$ cat src/hw/rtl/rmq_pkg.sv
// rmq_pkg: widths, constants and types for the rotation matrix to quaternion block.
// Used by rmq_front, rmq_sqrt, rmq_div and the top level; depends on nothing.
package rmq_pkg;

  localparam int DATA_WIDTH = 16;
  localparam int FRAC_BITS  = DATA_WIDTH - 2;
  localparam int CAND_W     = DATA_WIDTH + 2;
  localparam int SUM_W      = DATA_WIDTH + 1;
  localparam int RAD_W      = CAND_W - 1 + FRAC_BITS - 2;
  localparam int ROOT_W     = (RAD_W + 1) / 2;
  localparam int X_W        = 2 * ROOT_W;
  localparam int SREM_W     = ROOT_W + 3;
  localparam int V_W        = ROOT_W + 1;
  localparam int MAG_W      = SUM_W + FRAC_BITS - 2;
  localparam int NUM_W      = MAG_W + 2;
  localparam int DEN_W      = V_W + 1;
  localparam int DREM_W     = DEN_W + 1;
  localparam int LATENCY    = ROOT_W + NUM_W + 4;

  typedef logic signed [DATA_WIDTH-1:0] word_t;
  typedef logic signed [SUM_W-1:0]      sum_t;
  typedef logic signed [CAND_W-1:0]     cand_t;
  typedef logic [1:0]                   sel_t;

  localparam sel_t SEL_X = 2'd0;
  localparam sel_t SEL_Y = 2'd1;
  localparam sel_t SEL_Z = 2'd2;
  localparam sel_t SEL_W = 2'd3;

  localparam cand_t ONE_Q = cand_t'(longint'(1) << FRAC_BITS);
  localparam longint Q_MAX = (longint'(1) << (DATA_WIDTH - 1)) - 1;

  // travels alongside the square root
  typedef struct packed {
    sel_t            best;
    logic            fault;
    sum_t [2:0]      lane_sum;
  } sq_side_t;

  // travels alongside the dividers
  typedef struct packed {
    sel_t            best;
    logic            fault;
    logic [V_W-1:0]  v;
    logic [2:0]      neg;
  } dv_side_t;

endpackage

$ cat src/hw/rtl/rmq_sqrt.sv
// rmq_sqrt: pipelined digit-by-digit integer square root, one result bit per stage.
// Gives floor root and remainder; depends on rmq_pkg.
module rmq_sqrt (
  input  logic                           clk,
  input  logic                           rst_n,
  input  logic                           in_vld,
  input  logic [rmq_pkg::RAD_W-1:0]      radicand,
  input  rmq_pkg::sq_side_t              side_in,
  output logic                           out_vld,
  output logic [rmq_pkg::ROOT_W-1:0]     root,
  output logic [rmq_pkg::SREM_W-1:0]     rem,
  output rmq_pkg::sq_side_t              side_out
);
  import rmq_pkg::*;

  logic              vld_r  [ROOT_W];
  logic [X_W-1:0]    x_r    [ROOT_W];
  logic [ROOT_W-1:0] root_r [ROOT_W];
  logic [SREM_W-1:0] rem_r  [ROOT_W];
  sq_side_t          side_r [ROOT_W];

  for (genvar i = 0; i < ROOT_W; i++) begin : g_step
    logic              vld_in;
    logic [X_W-1:0]    x_in;
    logic [ROOT_W-1:0] root_in;
    logic [SREM_W-1:0] rem_in;
    sq_side_t          side_i;
    logic [SREM_W-1:0] rem_t, trial, rem_nxt;
    logic [ROOT_W-1:0] root_nxt;

    if (i == 0) begin : g_head
      assign vld_in  = in_vld;
      assign x_in    = X_W'(radicand);
      assign root_in = '0;
      assign rem_in  = '0;
      assign side_i  = side_in;
    end else begin : g_body
      assign vld_in  = vld_r[i-1];
      assign x_in    = x_r[i-1];
      assign root_in = root_r[i-1];
      assign rem_in  = rem_r[i-1];
      assign side_i  = side_r[i-1];
    end

    always_comb begin
      rem_t = {rem_in[SREM_W-3:0], x_in[X_W-1 -: 2]};
      trial = SREM_W'({root_in, 2'b01});
      if (rem_t >= trial) begin
        rem_nxt  = rem_t - trial;
        root_nxt = {root_in[ROOT_W-2:0], 1'b1};
      end else begin
        rem_nxt  = rem_t;
        root_nxt = {root_in[ROOT_W-2:0], 1'b0};
      end
    end

    always_ff @(posedge clk) begin
      if (!rst_n) begin
        vld_r[i] <= 1'b0;
      end else begin
        vld_r[i] <= vld_in;
      end
      x_r[i]    <= x_in << 2;
      root_r[i] <= root_nxt;
      rem_r[i]  <= rem_nxt;
      side_r[i] <= side_i;
    end
  end

  assign out_vld  = vld_r[ROOT_W-1];
  assign root     = root_r[ROOT_W-1];
  assign rem      = rem_r[ROOT_W-1];
  assign side_out = side_r[ROOT_W-1];

endmodule

$ cat config.mk
export PLATFORM = sky130hd
export DESIGN_NAME = rmq_sqrt
export DESIGN_NICKNAME = d
export VERILOG_FILES = /design/src/hw/rtl/rmq_pkg.sv /design/src/hw/rtl/rmq_sqrt.sv
export SDC_FILE = /design/constraint.sdc
export NUM_CORES = 1
export LEC_CHECK = 0
export ABC_CLOCK_PERIOD_IN_PS = 4110
export BUFFER_PORTS_ARGS = -buffer_cell sky130_fd_sc_hd__buf_2
export CORE_ASPECT_RATIO = 0.5
export CORE_UTILIZATION = 35
export CTS_CLUSTER_SIZE = 8
export DETAILED_ROUTE_END_ITERATION = 12
export PLACE_DENSITY = 0.56
export SLEW_MARGIN = 20
export SYNTH_ARGS = -nofsm -noshare
export SYNTH_HDL_FRONTEND = slang
export SYNTH_SLANG_ARGS = --single-unit
export TNS_END_PERCENT = 5
$ cat constraint.sdc
create_clock -name clk -period 4.11 [get_ports clk]
set_input_delay 0.6165 -clock clk [delete_from_list [all_inputs] [get_ports clk]]
set_output_delay 0.6165 -clock clk [all_outputs]
set_load 0.02 [all_outputs]
* Word-level counts from Yosys, hierarchy flattened
Memories as Yosys holds them, arrays and structs flattened.
Cells that the tools add are included.
** Storage, ports and cells
- Flip-flop bits (word level) :: 0
- Bits in latches :: 0
- Memory bits (writable) :: 1740
- Bits in read-only memories :: 0
- Input port bits :: 86
- Memories kept :: 5
** Operators by class
- $add $sub $neg :: 15
- Multipliers :: 0
- Div/mod/pow operators :: 0
- Order comparisons :: 15
- Equal/unequal tests :: 0
- Shift operators :: 0
- Muxes and demuxes :: 47
- Bitwise gates (word level) :: 15
- Reduce and logical (&&, ||, !) cells :: 0
** Memories
- side_r :: depth 15, width 54, read ports 15, clocked after Yosys merged registers in 0, write ports 15, RTL line rmq_sqrt.sv:20 : sq_side_t side_r [ROOT_W];
- x_r :: depth 15, width 28, read ports 14, clocked after Yosys merged registers in 0, write ports 15, RTL line rmq_sqrt.sv:17 : logic [X_W-1:0] x_r [ROOT_W];
- rem_r :: depth 15, width 18, read ports 15, clocked after Yosys merged registers in 0, write ports 15, RTL line rmq_sqrt.sv:19 : logic [SREM_W-1:0] rem_r [ROOT_W];
- root_r :: depth 15, width 15, read ports 15, clocked after Yosys merged registers in 0, write ports 15, RTL line rmq_sqrt.sv:18 : logic [ROOT_W-1:0] root_r [ROOT_W];
- vld_r :: depth 15, width 1, read ports 15, clocked after Yosys merged registers in 0, write ports 15, RTL line rmq_sqrt.sv:16 : logic vld_r [ROOT_W];
** Operators by type and width (count)
- $mux 18 :: 15
- $ge 18x17->1 :: 14
- $sub 18x17->18 :: 14
- $mux 1 :: 32
- $or 1x1->1 :: 15
- $sub 1x1->2 const B :: 1
- $ge 1x1->1 const B :: 1

* Longest topological paths before layout
An unclocked memory read counts as a cell.
- Depth in word-level cells :: 3
- Mapped depth :: 11
- Gate-level depth less buffers :: 9

* Least setup slack after synthesis
No wires, ideal clock.
- Path type :: reg-to-reg
- From :: memory root_r[11][1] in the netlist's numbering
- To :: memory rem_r[12][10] in the netlist's numbering
- Library setup time :: 0.121 ns
- Arrival time :: 2.187 ns
- Data required time :: 3.989 ns
- Setup slack :: 1.802 ns
- Stages on the path, launching flop included :: 12
- Path buffers :: 2
- Clock period less this slack :: 2.308 ns
- Cells stage by stage :: dfxtp_1 inv_1 ha_1 o21ai_0 a21oi_1 o21ai_1 a21oi_1 o21ai_0 o211a_1 buf_2 buf_6 mux2_2
** RTL lines (RTL line)
- from (decl) :: rmq_sqrt.sv:18
- to (decl) :: rmq_sqrt.sv:19

==> impl_summary.md <==
Detailed routing
The total detailed-routing wirelength is 52.5 mm. The number of violations reported at the end of detailed-routing iteration 0 is 836. The number of detailed-routing iterations run before antenna repair is 5. After detailed routing, the met3 layer carries 3.12 mm of wire. The ratio of routed vias to standard cells is 4.16.

In the detailed route, the total length drawn on met2 is 22.6 mm. The DRC violations left is 0. The detail-routed net length per standard cell is 11.4 um. Once detail routing completed, the nets flagged for antenna violations numbered 0. The sum of routed wire segments on met1 is 25.1 mm.

The highest metal layer carrying signal wires in the routed design is met4. The total number of vias is 19210.

Timing
The post-route worst setup slack is 1.10 ns. The minimum period implied by the final worst setup slack is 3.01 ns. The final clock period utilization by the worst path is 0.732.

Clock skew on the completed layout was measured at 0.0375 ns. The slew at the pin closest to its max-slew limit is 0.978 ns. The final max-slew violation count is 0. The final-report setup violation count is 0. The highest attainable clock frequency is 0.332 GHz. The final-layout worst hold slack is 0.206 ns. The worst slew margin relative to its limit is 0.344. The aggregate negative setup slack is 0 ns. The count of endpoints failing hold in the final timing report is 0. Setup repair after global routing left no endpoint under its margin.

Clock tree
Buffers inserted during clock tree synthesis total 190. The number of buffers on the longest clock path is 3. The deepest level of the CTS H-tree is 4.

The tree is rooted in a clkbuf_16. The post-CTS setup-driven buffer insertion count is 0. After clock tree synthesis, the clock-pin slew on the worst setup and hold paths is 0.05 ns. The TritonCTS clock tree is yes.

For the worst-skew pair, the clock arrives at the later sink with an insertion delay of 0.77 ns. The post-cts sizing count is 0. The number of sinks on the clock net is 1375.

Pwr
The worst-case IR drop observed on VDD is 0.437 mV. In this run the static leakage power is 19.9 nW. The power density relative to cell area is 722 nW/um^2. The sum of internal, switching and leakage power is 32.6 mW.

Logic synthesis
The synthesis-stage register bit count is 1375. The number of unique standard cell types used by synthesis is 76. The synthesized design contains 0 enable-type register cells. The warning count from the yosys run is 0.

Synthesis produced a netlist whose cell count is 2774. In the post-synthesis netlist, the biggest area contributors are dfxtp_1 (75%), ha_1 (4.6%), xnor2_1 (2.0%). In the synthesized netlist the dominant register cell turns out to be dfxtp_1. The mean instance size in the synthesized netlist is 13.2 um^2. The number of nets handed over by synthesis was 2995. The combined area of all synthesized cells is 36600 um^2.

After synthesis, the most frequently instantiated cells are dfxtp_1 (1375), inv_1 (169), nand2_1 (147). The portion of synthesized cell area occupied by the leading cell type is 0.752. In the synthesized netlist the async set-or-reset flop fraction comes to 0.

The most common cell in the synthesized netlist is dfxtp_1. The post-synthesis cell type with the largest combined area is dfxtp_1. For this run, the register share of the synthesized area comes to 0.752.

Status
The run finished with clean final reports.

Setup path
The endpoint required time on the critical path is 4.76 ns. The count of cells along the worst register-to-register path is 9. The kind of start point of the critical path is a flip-flop.

The classification of the worst setup path is reg -> reg. The kind of end point of the critical path is a flip-flop. In this run the worst path has a maximum fanout of 25. Data on the critical path arrives at its endpoint at 3.66 ns.

GRT
Summed over all layers, the global routing overflow is 0. The initial antenna violation count is 1. The overall track demand over capacity in global routing is 0.101. The first global-routing pass estimated 87.5 mm of wire. Entering global routing, the biggest net connects 31 pins.

The number of global-route vias before repair was 19111.

Hold path
The kind of path behind the tightest hold check is in -> reg. The worst hold path was traced through 2 stages.

Placed design
Once placement completed, the tool counted placed cells totaling 4325. The placer's final routability congestion estimate is 0.815. The placed wire-length estimate after detailed placement is 33.0 mm. The quantity of I/O buffers inserted on ports is 173. The setup slack at placement is 1.13 ns.

Die
174 I/O pins were placed. The full die area is 106000 um^2. Row generation in the floorplan step produced 83 rows.

The total area inside the core boundary comes to 103000 um^2. The die is 459 um wide. The die height is 231 um. The starting density of the core is 0.355.

Cells and area
The layout has 9301 filler cells. The share of layout cells above drive strength 1 is 0.134. The final layout net count is 3420.

Compared with the post-synthesis result, the final layout area differs by 23.4%. Once layout is complete, the cells apart from fillers number 4619.

Job
Across the run, the number of max-cap violations was 0.
==> area by class of cell <==
type | count | area [um^2] | area share
Antenna cell | 1 | 2.50 | 0.0000554
Clock buffer | 193 | 4790 | 0.106
Clock inverter | 16 | 404 | 0.00895
Inverter | 170 | 639 | 0.0142
Multi-Input combinational cell | 1201 | 8290 | 0.184
Sequential cell | 1375 | 27500 | 0.610
Tap cell | 1402 | 1750 | 0.0389
Timing Repair Buffer | 261 | 1740 | 0.0385
==> per-stage QoR <==
stage / cell area, um^2 / utilization
after global placement: 39100 / 0.379
after floorplan: 36600 / -
after CTS: 45100 / 0.438
after detailed placement: 39100 / 0.379
after global routing: 45100 / 0.438
final: 45100 / 0.438
==> registers in the layout, indices dropped and copies added, names as in the netlist <==
| name | count |
|---|---|
| side_r | 810 |
| rem_r | 220 |
| x_r | 210 |
| root_r | 120 |
| vld_r | 15 |
==> worst paths after layout <==
| path | endpoint | from | slack [ns] |
|---|---|---|---|
| worst min register to register | side_r[3][16] | side_r[2][16] | 0.31 |
| worst max register to register | rem_r[11][7] | root_r[10][5] | 1.10 |
| worst min-delay path | vld_r[6] | rst_n | 0.21 |
| worst max-delay path | rem_r[11][7] | root_r[10][5] | 1.10 |
==> repair_timing <==
action                     4_1_cts  5_1_grt
setup endpoints to repair        0        0
hold buffers                    84        0
hold endpoints to repair        84        0
==> power breakdown <==
| part | switching [mW] | total [mW] | internal [mW] |
|---|---|---|---|
| Clock | 5.24 | 13.5 | 8.25 |
| Sequential | 0.702 | 15.5 | 14.8 |
| Combinational | 1.93 | 3.56 | 1.63 |
| Total | 7.87 | 32.6 | 24.7 |
==> cells in the final DEF (no fill, tap or decap), types with 85 or more instances in the layout <==
master,Yosys,layout
clkbuf_16,0,191
nor2_1,107,107
a21oi_1,92,91
xnor2_1,85,85
o21ai_0,132,132
inv_1,169,169
nand2_1,147,147
ha_1,135,135
buf_2,13,173
dfxtp_1,1375,1375
==> worst max-delay path, cell delays in order, from the launching register on <==
cell	delay (ns)
dfxtp_1	0.33
inv_1	0.05
ha_1	0.37
a211oi_1	0.39
o21ai_0	0.16
a211o_1	0.24
a21oi_1	0.18
and2_1	0.74
inv_1	0.13
mux2_2	0.31
==> layer usage <==
layer	up-vias	GRT usage
li1	9982	-
met1	8674	0.125
met2	412	0.154
met3	142	0.0360
met4	0	0.0560
met5	-	0
==> kinds of logic after synthesis <==
kind of cell / after synthesis / share of synthesized area
flip-flops: 1375 / 0.752
AND/OR/NAND/NOR: 499 / 0.0684
AO/OA/AOI/OAI: 378 / 0.0645
buffers and inverters: 198 / 0.0214
XOR/XNOR: 157 / 0.0376
adder cells (fa/ha/maj): 135 / 0.0462
multiplexers: 31 / 0.00934
other: 1 / 0.000103
Note: power is estimated with default switching activity, not from simulation.
