===== src/hw/rtl/rmq_pkg.sv =====
// rmq_pkg: widths, constants and types for the rotation matrix to quaternion block.
// Used by rmq_front, rmq_sqrt, rmq_div and the top level; depends on nothing.
package rmq_pkg;

  localparam int DATA_WIDTH = 16;
  localparam int FRAC_BITS  = DATA_WIDTH - 2;
  localparam int CAND_W     = DATA_WIDTH + 2;
  localparam int SUM_W      = DATA_WIDTH + 1;
  localparam int RAD_W      = CAND_W - 1 + FRAC_BITS - 2;
  localparam int ROOT_W     = (RAD_W + 1) / 2;
  localparam int X_W        = 2 * ROOT_W;
  localparam int SREM_W     = ROOT_W + 3;
  localparam int V_W        = ROOT_W + 1;
  localparam int MAG_W      = SUM_W + FRAC_BITS - 2;
  localparam int NUM_W      = MAG_W + 2;
  localparam int DEN_W      = V_W + 1;
  localparam int DREM_W     = DEN_W + 1;
  localparam int LATENCY    = ROOT_W + NUM_W + 4;

  typedef logic signed [DATA_WIDTH-1:0] word_t;
  typedef logic signed [SUM_W-1:0]      sum_t;
  typedef logic signed [CAND_W-1:0]     cand_t;
  typedef logic [1:0]                   sel_t;

  localparam sel_t SEL_X = 2'd0;
  localparam sel_t SEL_Y = 2'd1;
  localparam sel_t SEL_Z = 2'd2;
  localparam sel_t SEL_W = 2'd3;

  localparam cand_t ONE_Q = cand_t'(longint'(1) << FRAC_BITS);
  localparam longint Q_MAX = (longint'(1) << (DATA_WIDTH - 1)) - 1;

  // travels alongside the square root
  typedef struct packed {
    sel_t            best;
    logic            fault;
    sum_t [2:0]      lane_sum;
  } sq_side_t;

  // travels alongside the dividers
  typedef struct packed {
    sel_t            best;
    logic            fault;
    logic [V_W-1:0]  v;
    logic [2:0]      neg;
  } dv_side_t;

endpackage


===== src/hw/rtl/rmq_front.sv =====
// rmq_front: candidate terms, largest-term selection and off-diagonal lane sums.
// Two register stages; depends on rmq_pkg.
module rmq_front (
  input  logic                            clk,
  input  logic                            rst_n,
  input  logic                            in_vld,
  input  rmq_pkg::word_t [8:0]            mat,
  output logic                            out_vld,
  output logic [rmq_pkg::RAD_W-1:0]       radicand,
  output rmq_pkg::sq_side_t               side
);
  import rmq_pkg::*;

  logic          vld1_r;
  cand_t [3:0]   cand_r;
  sum_t          sxy_r, szx_r, syz_r, dx_r, dy_r, dz_r;

  cand_t [3:0]   cand_nxt;
  cand_t         e00, e11, e22;

  logic              vld2_r;
  logic [RAD_W-1:0]  rad_r;
  sq_side_t          side_r;

  sel_t              best;
  cand_t             cbest;
  logic              fault;
  sum_t [2:0]        lanes;

  always_comb begin
    e00 = cand_t'(mat[0]);
    e11 = cand_t'(mat[4]);
    e22 = cand_t'(mat[8]);
    cand_nxt[0] = e00 - e11 - e22 + ONE_Q;
    cand_nxt[1] = -e00 + e11 - e22 + ONE_Q;
    cand_nxt[2] = -e00 - e11 + e22 + ONE_Q;
    cand_nxt[3] = e00 + e11 + e22 + ONE_Q;
  end

  always_ff @(posedge clk) begin
    if (!rst_n) begin
      vld1_r <= 1'b0;
    end else begin
      vld1_r <= in_vld;
    end
    cand_r <= cand_nxt;
    sxy_r  <= sum_t'(mat[1]) + sum_t'(mat[3]);
    szx_r  <= sum_t'(mat[6]) + sum_t'(mat[2]);
    syz_r  <= sum_t'(mat[5]) + sum_t'(mat[7]);
    dx_r   <= sum_t'(mat[5]) - sum_t'(mat[7]);
    dy_r   <= sum_t'(mat[6]) - sum_t'(mat[2]);
    dz_r   <= sum_t'(mat[1]) - sum_t'(mat[3]);
  end

  // first candidate wins on ties
  always_comb begin
    best  = SEL_X;
    cbest = cand_r[0];
    if (cand_r[1] > cbest) begin
      best  = SEL_Y;
      cbest = cand_r[1];
    end
    if (cand_r[2] > cbest) begin
      best  = SEL_Z;
      cbest = cand_r[2];
    end
    if (cand_r[3] > cbest) begin
      best  = SEL_W;
      cbest = cand_r[3];
    end
    fault = (cbest <= 0);
    case (best)
      SEL_X: begin
        lanes[0] = sxy_r; lanes[1] = szx_r; lanes[2] = dx_r;
      end
      SEL_Y: begin
        lanes[0] = sxy_r; lanes[1] = syz_r; lanes[2] = dy_r;
      end
      SEL_Z: begin
        lanes[0] = szx_r; lanes[1] = syz_r; lanes[2] = dz_r;
      end
      default: begin
        lanes[0] = dx_r;  lanes[1] = dy_r;  lanes[2] = dz_r;
      end
    endcase
  end

  always_ff @(posedge clk) begin
    if (!rst_n) begin
      vld2_r <= 1'b0;
    end else begin
      vld2_r <= vld1_r;
    end
    rad_r           <= fault ? '0 : (RAD_W'(cbest[CAND_W-2:0]) << (FRAC_BITS - 2));
    side_r.best     <= best;
    side_r.fault    <= fault;
    side_r.lane_sum <= lanes;
  end

  assign out_vld  = vld2_r;
  assign radicand = rad_r;
  assign side     = side_r;

endmodule


===== config.mk =====
export PLATFORM = sky130hd
export DESIGN_NAME = rmq_front
export DESIGN_NICKNAME = d
export VERILOG_FILES = /design/src/hw/rtl/rmq_pkg.sv /design/src/hw/rtl/rmq_front.sv
export SDC_FILE = /design/constraint.sdc
export NUM_CORES = 1
export LEC_CHECK = 0
export BUFFER_PORTS_ARGS = -buffer_cell sky130_fd_sc_hd__buf_2
export CORE_MARGIN = 2
export CORE_UTILIZATION = 35
export DETAILED_ROUTE_END_ITERATION = 12
export PLACE_DENSITY = 0.59
export SYNTH_ARGS = -nofsm -noshare
export SYNTH_HDL_FRONTEND = slang
export SYNTH_SLANG_ARGS = --single-unit
export TNS_END_PERCENT = 10

===== constraint.sdc =====
create_clock -name clk -period 14.6 [get_ports clk]
set_clock_uncertainty 0.2 [all_clocks]
set_input_delay 2.92 -clock clk [delete_from_list [all_inputs] [get_ports clk]]
set_output_delay 2.92 -clock clk [all_outputs]
set_load 0.02 [all_outputs]

### Word-level counts from Yosys, hierarchy flattened

Index checks and enable logic that the tools add are counted.

| storage, ports and cells | value |
|---|---|
| flip-flop bits (word level) | 247 |
| input bits | 147 |
| output and inout bits | 84 |
| word-level logic and storage cells | 51 |

| cells by class | value |
|---|---|
| $add $sub $neg | 19 |
| $lt $le $gt $ge | 4 |
| equal/unequal tests | 2 |
| muxes and demuxes | 7 |
| reductions and logical operators | 1 |

Operators by type and width:

| operator | number |
|---|---|
| $pmux 51 s3 | 1 |
| $add 18x16->18 const B | 4 |
| $add 16x16->17 | 4 |
| $sub 16x16->17 | 4 |
| $gt 18x18->1 | 3 |
| $mux 18 | 3 |
| $add 18x16->18 | 2 |
| $sub 18x16->18 | 2 |
| $add 17x16->18 | 1 |
| $le 18x1->1 const B | 1 |
| $neg 16->18 | 1 |
| $sub 17x16->18 | 1 |
| $mux 2 | 2 |
| $eq 2x1->1 const B | 1 |
| $eq 2x2->1 const B | 1 |
| $logic_not 2->1 | 1 |
| $mux 1 | 1 |

### Depth between registers and ports, before layout

Gate-level depths: netlist (run 1).

| depth | value |
|---|---|
| word-level depth | 8 |
| depth in mapped cells | 38 |
| gate-level depth less buffers | 33 |

### Worst setup path after synthesis (run 1)

OpenSTA, ideal clock, no wires.

| timing | value |
|---|---|
| kind | register to register |
| start point | register cand_r[16] in the netlist's numbering |
| end point | register side_r (netlist bit side[17]) |
| setup time | 0.123 ns |
| arrival | 6.968 ns |
| data required time | 14.277 ns |
| setup slack | 7.309 ns |
| stages on the path, launching flop included | 34 |
| buffers on the path | 4 |
| period minus slack after synthesis | 7.291 ns |
| cell sequence | dfxtp_1 -> inv_1 -> ha_1 -> nand4_1 -> nor3_1 -> a22o_1 -> or4_1 -> clkbuf_1 -> nand2_1 -> buf_1 -> mux2_2 -> inv_1 -> ha_1 -> a21o_1 -> a21o_1 -> a221o_1 -> nand2_1 -> nor4b_1 -> nand3_1 -> o31ai_2 -> buf_2 -> mux2i_1 -> ha_1 -> nor2b_1 -> o21a_1 -> o21a_1 -> o21a_1 -> o21a_1 -> o21ai_0 -> a21oi_1 -> nor2_1 -> clkbuf_1 -> nand2_1 -> mux2_1 |

RTL lines:

| element | line | source |
|---|---|---|
| start: declaration | rmq_front.sv:15 | `cand_t [3:0] cand_r;` |
| start signal: assignment | rmq_front.sv:46 | `cand_r <= cand_nxt;` |
| end: declaration | rmq_front.sv:23 | `sq_side_t side_r;` |

==> results.cfg, run 1 <==
[drt]
wirelength_um = 49300
drt_iter0_markers = 992
dr.pass1.iters = 5
remaining_drc_errors = 0
vias = 13547
drt.antenna.violating_nets = 0
viasPerCell = 4.83
wl_per_cell_um = 17.6

[die]
pin_count = 231
initial_core_util_pct = 35.4
dieArea_um2 = 51200
coreArea_um2 = 48800
row_count = 81
die_w_um = 226
die_h_um = 226

[clock_tree]
clkTransAtPathRegs_ns = 0.06
cts_max_path_buffers = 3
cts_root_buf = clkbuf_16
cts_setup_buffers = 0
numCtsBuffers = 26
postCtsHoldBufs = 0
tritoncts = done
cts-resized-gates = 0
clkSinkCount = 241
cts_htree_levels = 1
clk_latency_ns = 0.54

[pwr]
p_leak_uw = 0.00948
power_uw = 5320
peakVddDrop_v = 0.000301
power.density_nw_per_um2 = 269

[yosys]
ys_ff_latch = 241
yosysWarnings = 0
async_flop_share_pct = 0
ys_seq_area_share_pct = 27.9
yosysUniqueCellTypes = 63
synth_edf_count = 0
syn_area_per_cell_um2 = 9.00
synth_cells = 1919
synth-main-ff-cell = dfxtp_1
netlist_area_um2 = 17300

[place]
place.detailed.hpwl_um = 41500
place_inst = 2759
gp_congestion = 0.907
portBuffers = 218

[sta]
fmax_mhz = 106
relSlewSlack_pct = 21.5
hold_viol = 0
finalCritPeriodShare_pct = 64.3
tns_ns = 0
tightest_slew_ns = 1.18
rsz0062_at_grt = false
drv_slew = 0
period_needed_ns = 9.39
final-setup-viol-count = 0

[global_routing]
grt_pass1_vias = 13525
grt_start_max_net_pins = 38
grt_antenna_before_repair = 3
grt_pass1_wl_um = 75900
grt-ovfl-total = 0
grt_usage_pct = 19.1

[worst_hold_path]
hold_class = flop to flop

[worst_setup_path]
crit_path_start_kind = flop
cp_data_required_time_ns = 14.82
critPathMaxStageDelay_ns = 0.69
arrival_ns = 9.62
endpoint_kind = flop
critPathKind = flop to flop
path_max_fanout = 34
cp_common_cell = o21a_1
slowest_stage = nand3_2

[layout]
n_antenna_cell = 0
drive_gt1_share_pct = 13.3
final_core_util_pct = 40.4
synthToLayoutAreaGrowth_pct = 14.3
nFillCells = 4946
nets = 2623
instances_no_fill = 2803
multiInputGateArea_um2 = 11300
layout.area.seq_um2 = 4820

[run]
max_cap_violations = 0

[run_status]
outcome = finished clean
-- cell usage after synthesis, types with 12 or more instances --
cell type	instances	area, um^2
nand4_1	18	113
clkbuf_1	31	116
dfxtp_1	241	4820
o21a_1	16	120
o21ai_0	48	240
xnor2_1	112	981
ha_1	279	3490
nand3_1	27	135
fa_1	74	1480
xor2_1	24	210
a21oi_1	144	721
a31oi_1	19	119
nor3_1	28	140
o41ai_1	12	105
nand2_1	113	424
a21o_1	23	173
nor4_1	23	144
o21ai_1	20	100
nand2b_1	25	156
inv_1	240	901
buf_4	16	120
nor2b_1	21	131
o21bai_1	30	225
and3_1	12	75.1
o22ai_1	21	131
mux2i_1	37	370
nor2_1	144	541
-- cells in the final DEF (no fill, tap or decap), types with 7 or more instances in the layout --
cell type    n
buf_2      218
a21o_1      23
nor2b_1     21
dfxtp_1    241
o22ai_1     21
a21oi_1    144
o21ai_1     20
conb_1      12
mux2i_1     37
nand2_1    113
fa_1        74
o21ai_0     48
inv_1      240
nor2_1     143
clkbuf_16   26
nand3_1     27
nand4_1     18
o2111ai_1    8
o21bai_1    30
a2111oi_0    7
xnor2_1    112
and2_1      11
a31oi_1     19
o41ai_1     12
xor2_1      24
and3_1      12
mux2_2       9
nor3_1      28
a211o_1      7
nand2b_1    25
nor4_1      23
or3_1       11
ha_1       279
o21a_1      16
-- critical path, delay by kind of cell, from the launching register on --
family	cells	cell delay, ns
and+or+nand+nor	11	3.41
buffers and inverters	4	1.13
adders and majority gates	3	0.83
muxes	3	1.10
DFF	1	0.35
AOI/OAI and AO/OA	11	2.22
-- where the power goes --
group | leakage (uW) | switching, uW | internal [uW]
clock | 0.000375 | 269 | 343
combinational | 0.00707 | 2210 | 1320
sequential | 0.00203 | 208 | 969
-- path summary, 6_finish.rpt --
path	startpoint	to	slack, ns	cells past startpoint
worst min-delay path	vld1_r	out_vld	0.25	1
worst max-delay path	cand_r[16]	side[17]	5.21	32
worst max register to register	cand_r[16]	side[17]	5.21	32
worst min register to register	vld1_r	out_vld	0.25	1
-- kinds of logic (layout without fill, tap and decap cells) --
logic type	Yosys count	in the layout	synth area share, %
xor gates and xnor gates	136	136	6.89
AOI/OAI and AO/OA	389	389	14.0
buffers and inverters	299	508	7.13
DFF	241	241	27.9
other	1	12	0.0217
and+or+nand+nor	453	453	12.4
adders and majority gates	353	353	28.8
muxes	47	47	2.80
-- flip-flops by register name (all words and copies together), names as in the netlist --
| signal | flops |
|---|---|
| sxy_r | 16 |
| szx_r | 16 |
| dx_r | 17 |
| syz_r | 16 |
| vld1_r | 1 |
| radicand | 17 |
| cand_r | 69 |
| side | 54 |
| out_vld | 1 |
| dz_r | 17 |
| dy_r | 17 |
-- stage by stage --
stage | instance area, um^2 | hold slack (ns) | worst slack (ns)
2_1_floorplan | 17300 | 0.212 | 7.31
6_report | 19800 | 0.246 | 5.21
4_1_cts | 19800 | 0.249 | 5.25
3_5_place_dp | 19000 | 0.232 | 5.26
5_1_grt | 19800 | 0.278 | 4.49
3_3_place_gp | 19000 | 0.225 | 5.66
-- area by class of cell --
class / instances / share of cell area [%]
clock buffers: 33 / 3.58
clock inverters: 11 / 0.437
inverters: 241 / 4.58
multi-input cells: 1390 / 57.1
flip-flops and latches: 241 / 24.4
well taps: 664 / 4.20
repair buffers: 223 / 5.71
-- per-layer routing --
metal	vias up	share of wire, %	global-route usage, %
met5	-	0.085	0
met4	6	1.4	3.29
met3	45	4.6	2.09
met2	310	42	29.2
met1	6315	52	29.0
li1	6871	-	-
(Power assumes the default switching activity.)
==> run 2: changes to the inputs <==
- ABC_AREA: default -> 1
- clock period: 14.6 -> 9.5 ns (I/O delays scaled with it)
==> run 2 against run 1 <==
Net effect: cell area shrank 3.0%; maximum frequency grew 16%; wire length shrank 9.1%; register-to-register slack lost 3.8 ns; cell count shrank 0.64%; critical path depth grew 10; utilization grew 0.55 points; clock-buffer cell count grew 1; synthesized cell count grew 1.1%; via count shrank 4.0%; first-iteration DRC count shrank 21%; global-route usage shrank 1.0 points; critical path type unchanged.
==> results.cfg, run 2 <==
[clock_tree]
postCtsHoldBufs = 0
clkSinkCount = 241
cts_setup_buffers = 0
cts_htree_levels = 1
numCtsBuffers = 27
cts-resized-gates = 0
tritoncts = done
cts_max_path_buffers = 3
clk_latency_ns = 0.53
clkTransAtPathRegs_ns = 0.06
cts_root_buf = clkbuf_16

[sta]
final-setup-viol-count = 0
period_needed_ns = 8.08
hold_viol = 0
tns_ns = 0
fin_ws_ns = 1.42
rsz0062_at_grt = false
drv_slew = 0
relSlewSlack_pct = 27.4
tightest_slew_ns = 1.09
fmax_mhz = 124
finalCritPeriodShare_pct = 85.0

[worst_setup_path]
critPathKind = flop to flop
timing.rr.end = side[21]
arrival_ns = 8.29
crit_path_start_kind = flop
rr_worst_depth = 42
critPathMaxStageDelay_ns = 0.45
slowest_stage = nand2_1
path_max_fanout = 36
cp_common_cell = nand2_1
r2r_start = cand_r[17]
cp_data_required_time_ns = 9.71
r2r_slack_ns = 1.42
endpoint_kind = flop

[yosys]
synth_top_area_share_pct = 29.0
async_flop_share_pct = 0
synth.most_common_cell = nand2_1
synth_common_cells = nand2_1, inv_1, ha_1
netlist_area_um2 = 16600
synth_edf_count = 0
yosysWarnings = 0
synth_cells = 1940
yosysUniqueCellTypes = 45
ys_ff_latch = 241
syn_area_per_cell_um2 = 8.57
ys_seq_area_share_pct = 29.0
yosysTopAreaCell = dfxtp_1
synthTopCellsByArea = dfxtp_1, ha_1, fa_1, xor2_1, nand2_1
synth-main-ff-cell = dfxtp_1

[die]
initial_core_util_pct = 35.6
pin_count = 231
dieArea_um2 = 49300
die_h_um = 222
row_count = 79
die_w_um = 222
coreArea_um2 = 46800

[layout]
layout.area.seq_um2 = 4820
layout_commonest_cell = nand2_1
multiInputGateArea_um2 = 10500
regMostFlops = cand_r
nFillCells = 4653
final_cell_mix = nand2_1, inv_1, ha_1, dfxtp_1, buf_2
drive_gt1_share_pct = 13.4
synthToLayoutAreaGrowth_pct = 15.2
instances_no_fill = 2785
nets = 2661
largest_reg_flops = 69

[worst_hold_path]
hold_start = vld1_r
holdPathStages = 2
hold_class = flop to flop
min_to = out_vld

[run_status]
outcome = finished clean

[drt]
drt_iter0_markers = 779
vias = 13000
wirelength_um = 44800
viasPerCell = 4.67
dr.pass1.iters = 5
remaining_drc_errors = 0
wl_per_cell_um = 16.1
drt.antenna.violating_nets = 0

[run]
max_cap_violations = 0

[place]
dp_slack_ns = 1.43
place.detailed.hpwl_um = 38100
place_inst = 2739
portBuffers = 218
gp_congestion = 0.891

[global_routing]
grt_antenna_before_repair = 9
grt_pass1_vias = 13064
grt-ovfl-total = 0
grt_pass1_wl_um = 70900
grt_start_max_net_pins = 38
grt_usage_pct = 18.1
[run 2: layer usage]
metal | GRT usage (%) | part of all wire (%) | routed length (um)
met1 | 26.7 | 51 | 23100
met5 | 0 | 0.23 | 102
met3 | 2.85 | 4.8 | 2150
met4 | 3.66 | 1.7 | 782
met2 | 27.6 | 42 | 18700
[run 2: worst max-delay path, delay by kind of cell, from the launching register on]
family / cells / cell delay, ns
DFF: 1 / 0.30
adders and majority gates: 3 / 0.96
xor gates and xnor gates: 1 / 0.11
AOI/OAI and AO/OA: 11 / 2.23
and+or+nand+nor: 18 / 2.77
buffers and inverters: 9 / 1.38
[run 2: worst max-delay path by stage]
stage	to	cells past startpoint	startpoint	slack [ns]
final	side[21]	42	cand_r[17]	1.42
after CTS	side[20]	41	cand_r[17]	1.43
after floorplan	side[17]	43	cand_r[1]	3.28
after detailed placement	side[20]	41	cand_r[17]	1.43
after global placement	side[20]	42	cand_r[17]	1.65
after global routing	side[21]	42	cand_r[17]	0.30
[run 2: logic make-up (layout without fill, tap and decap cells)]
logic type | count (synthesis) | after routing | synth area share [%]
and+or+nand+nor | 544 | 544 | 14.1
DFF | 241 | 241 | 29.0
xor gates and xnor gates | 158 | 158 | 8.32
buffers and inverters | 335 | 560 | 8.03
adders and majority gates | 353 | 353 | 29.9
AOI/OAI and AO/OA | 308 | 308 | 10.7
other | 1 | 14 | 0.0225
[run 2: through the flow]
stage	area (um^2)	hold WS [ns]	util [%]
after floorplan	16700	0.190	-
after global placement	18300	0.205	39.2
after detailed placement	18300	0.218	39.2
final	19200	0.225	41.0
after global routing	19200	0.255	41.0
after CTS	19200	0.231	41.0
[run 2: final cells by class]
class	instances	area share, %
flip-flops and latches	241	25.2
repair buffers	221	5.81
well taps	607	3.96
clock inverters	10	0.457
inverters	295	5.78
multi-input cells	1375	54.9
diodes	2	0.0261
clock buffers	34	3.92
Power of run 2 is not shown: default switching activity piles up to over one toggle a cycle in this logic, so the estimate is an artifact.
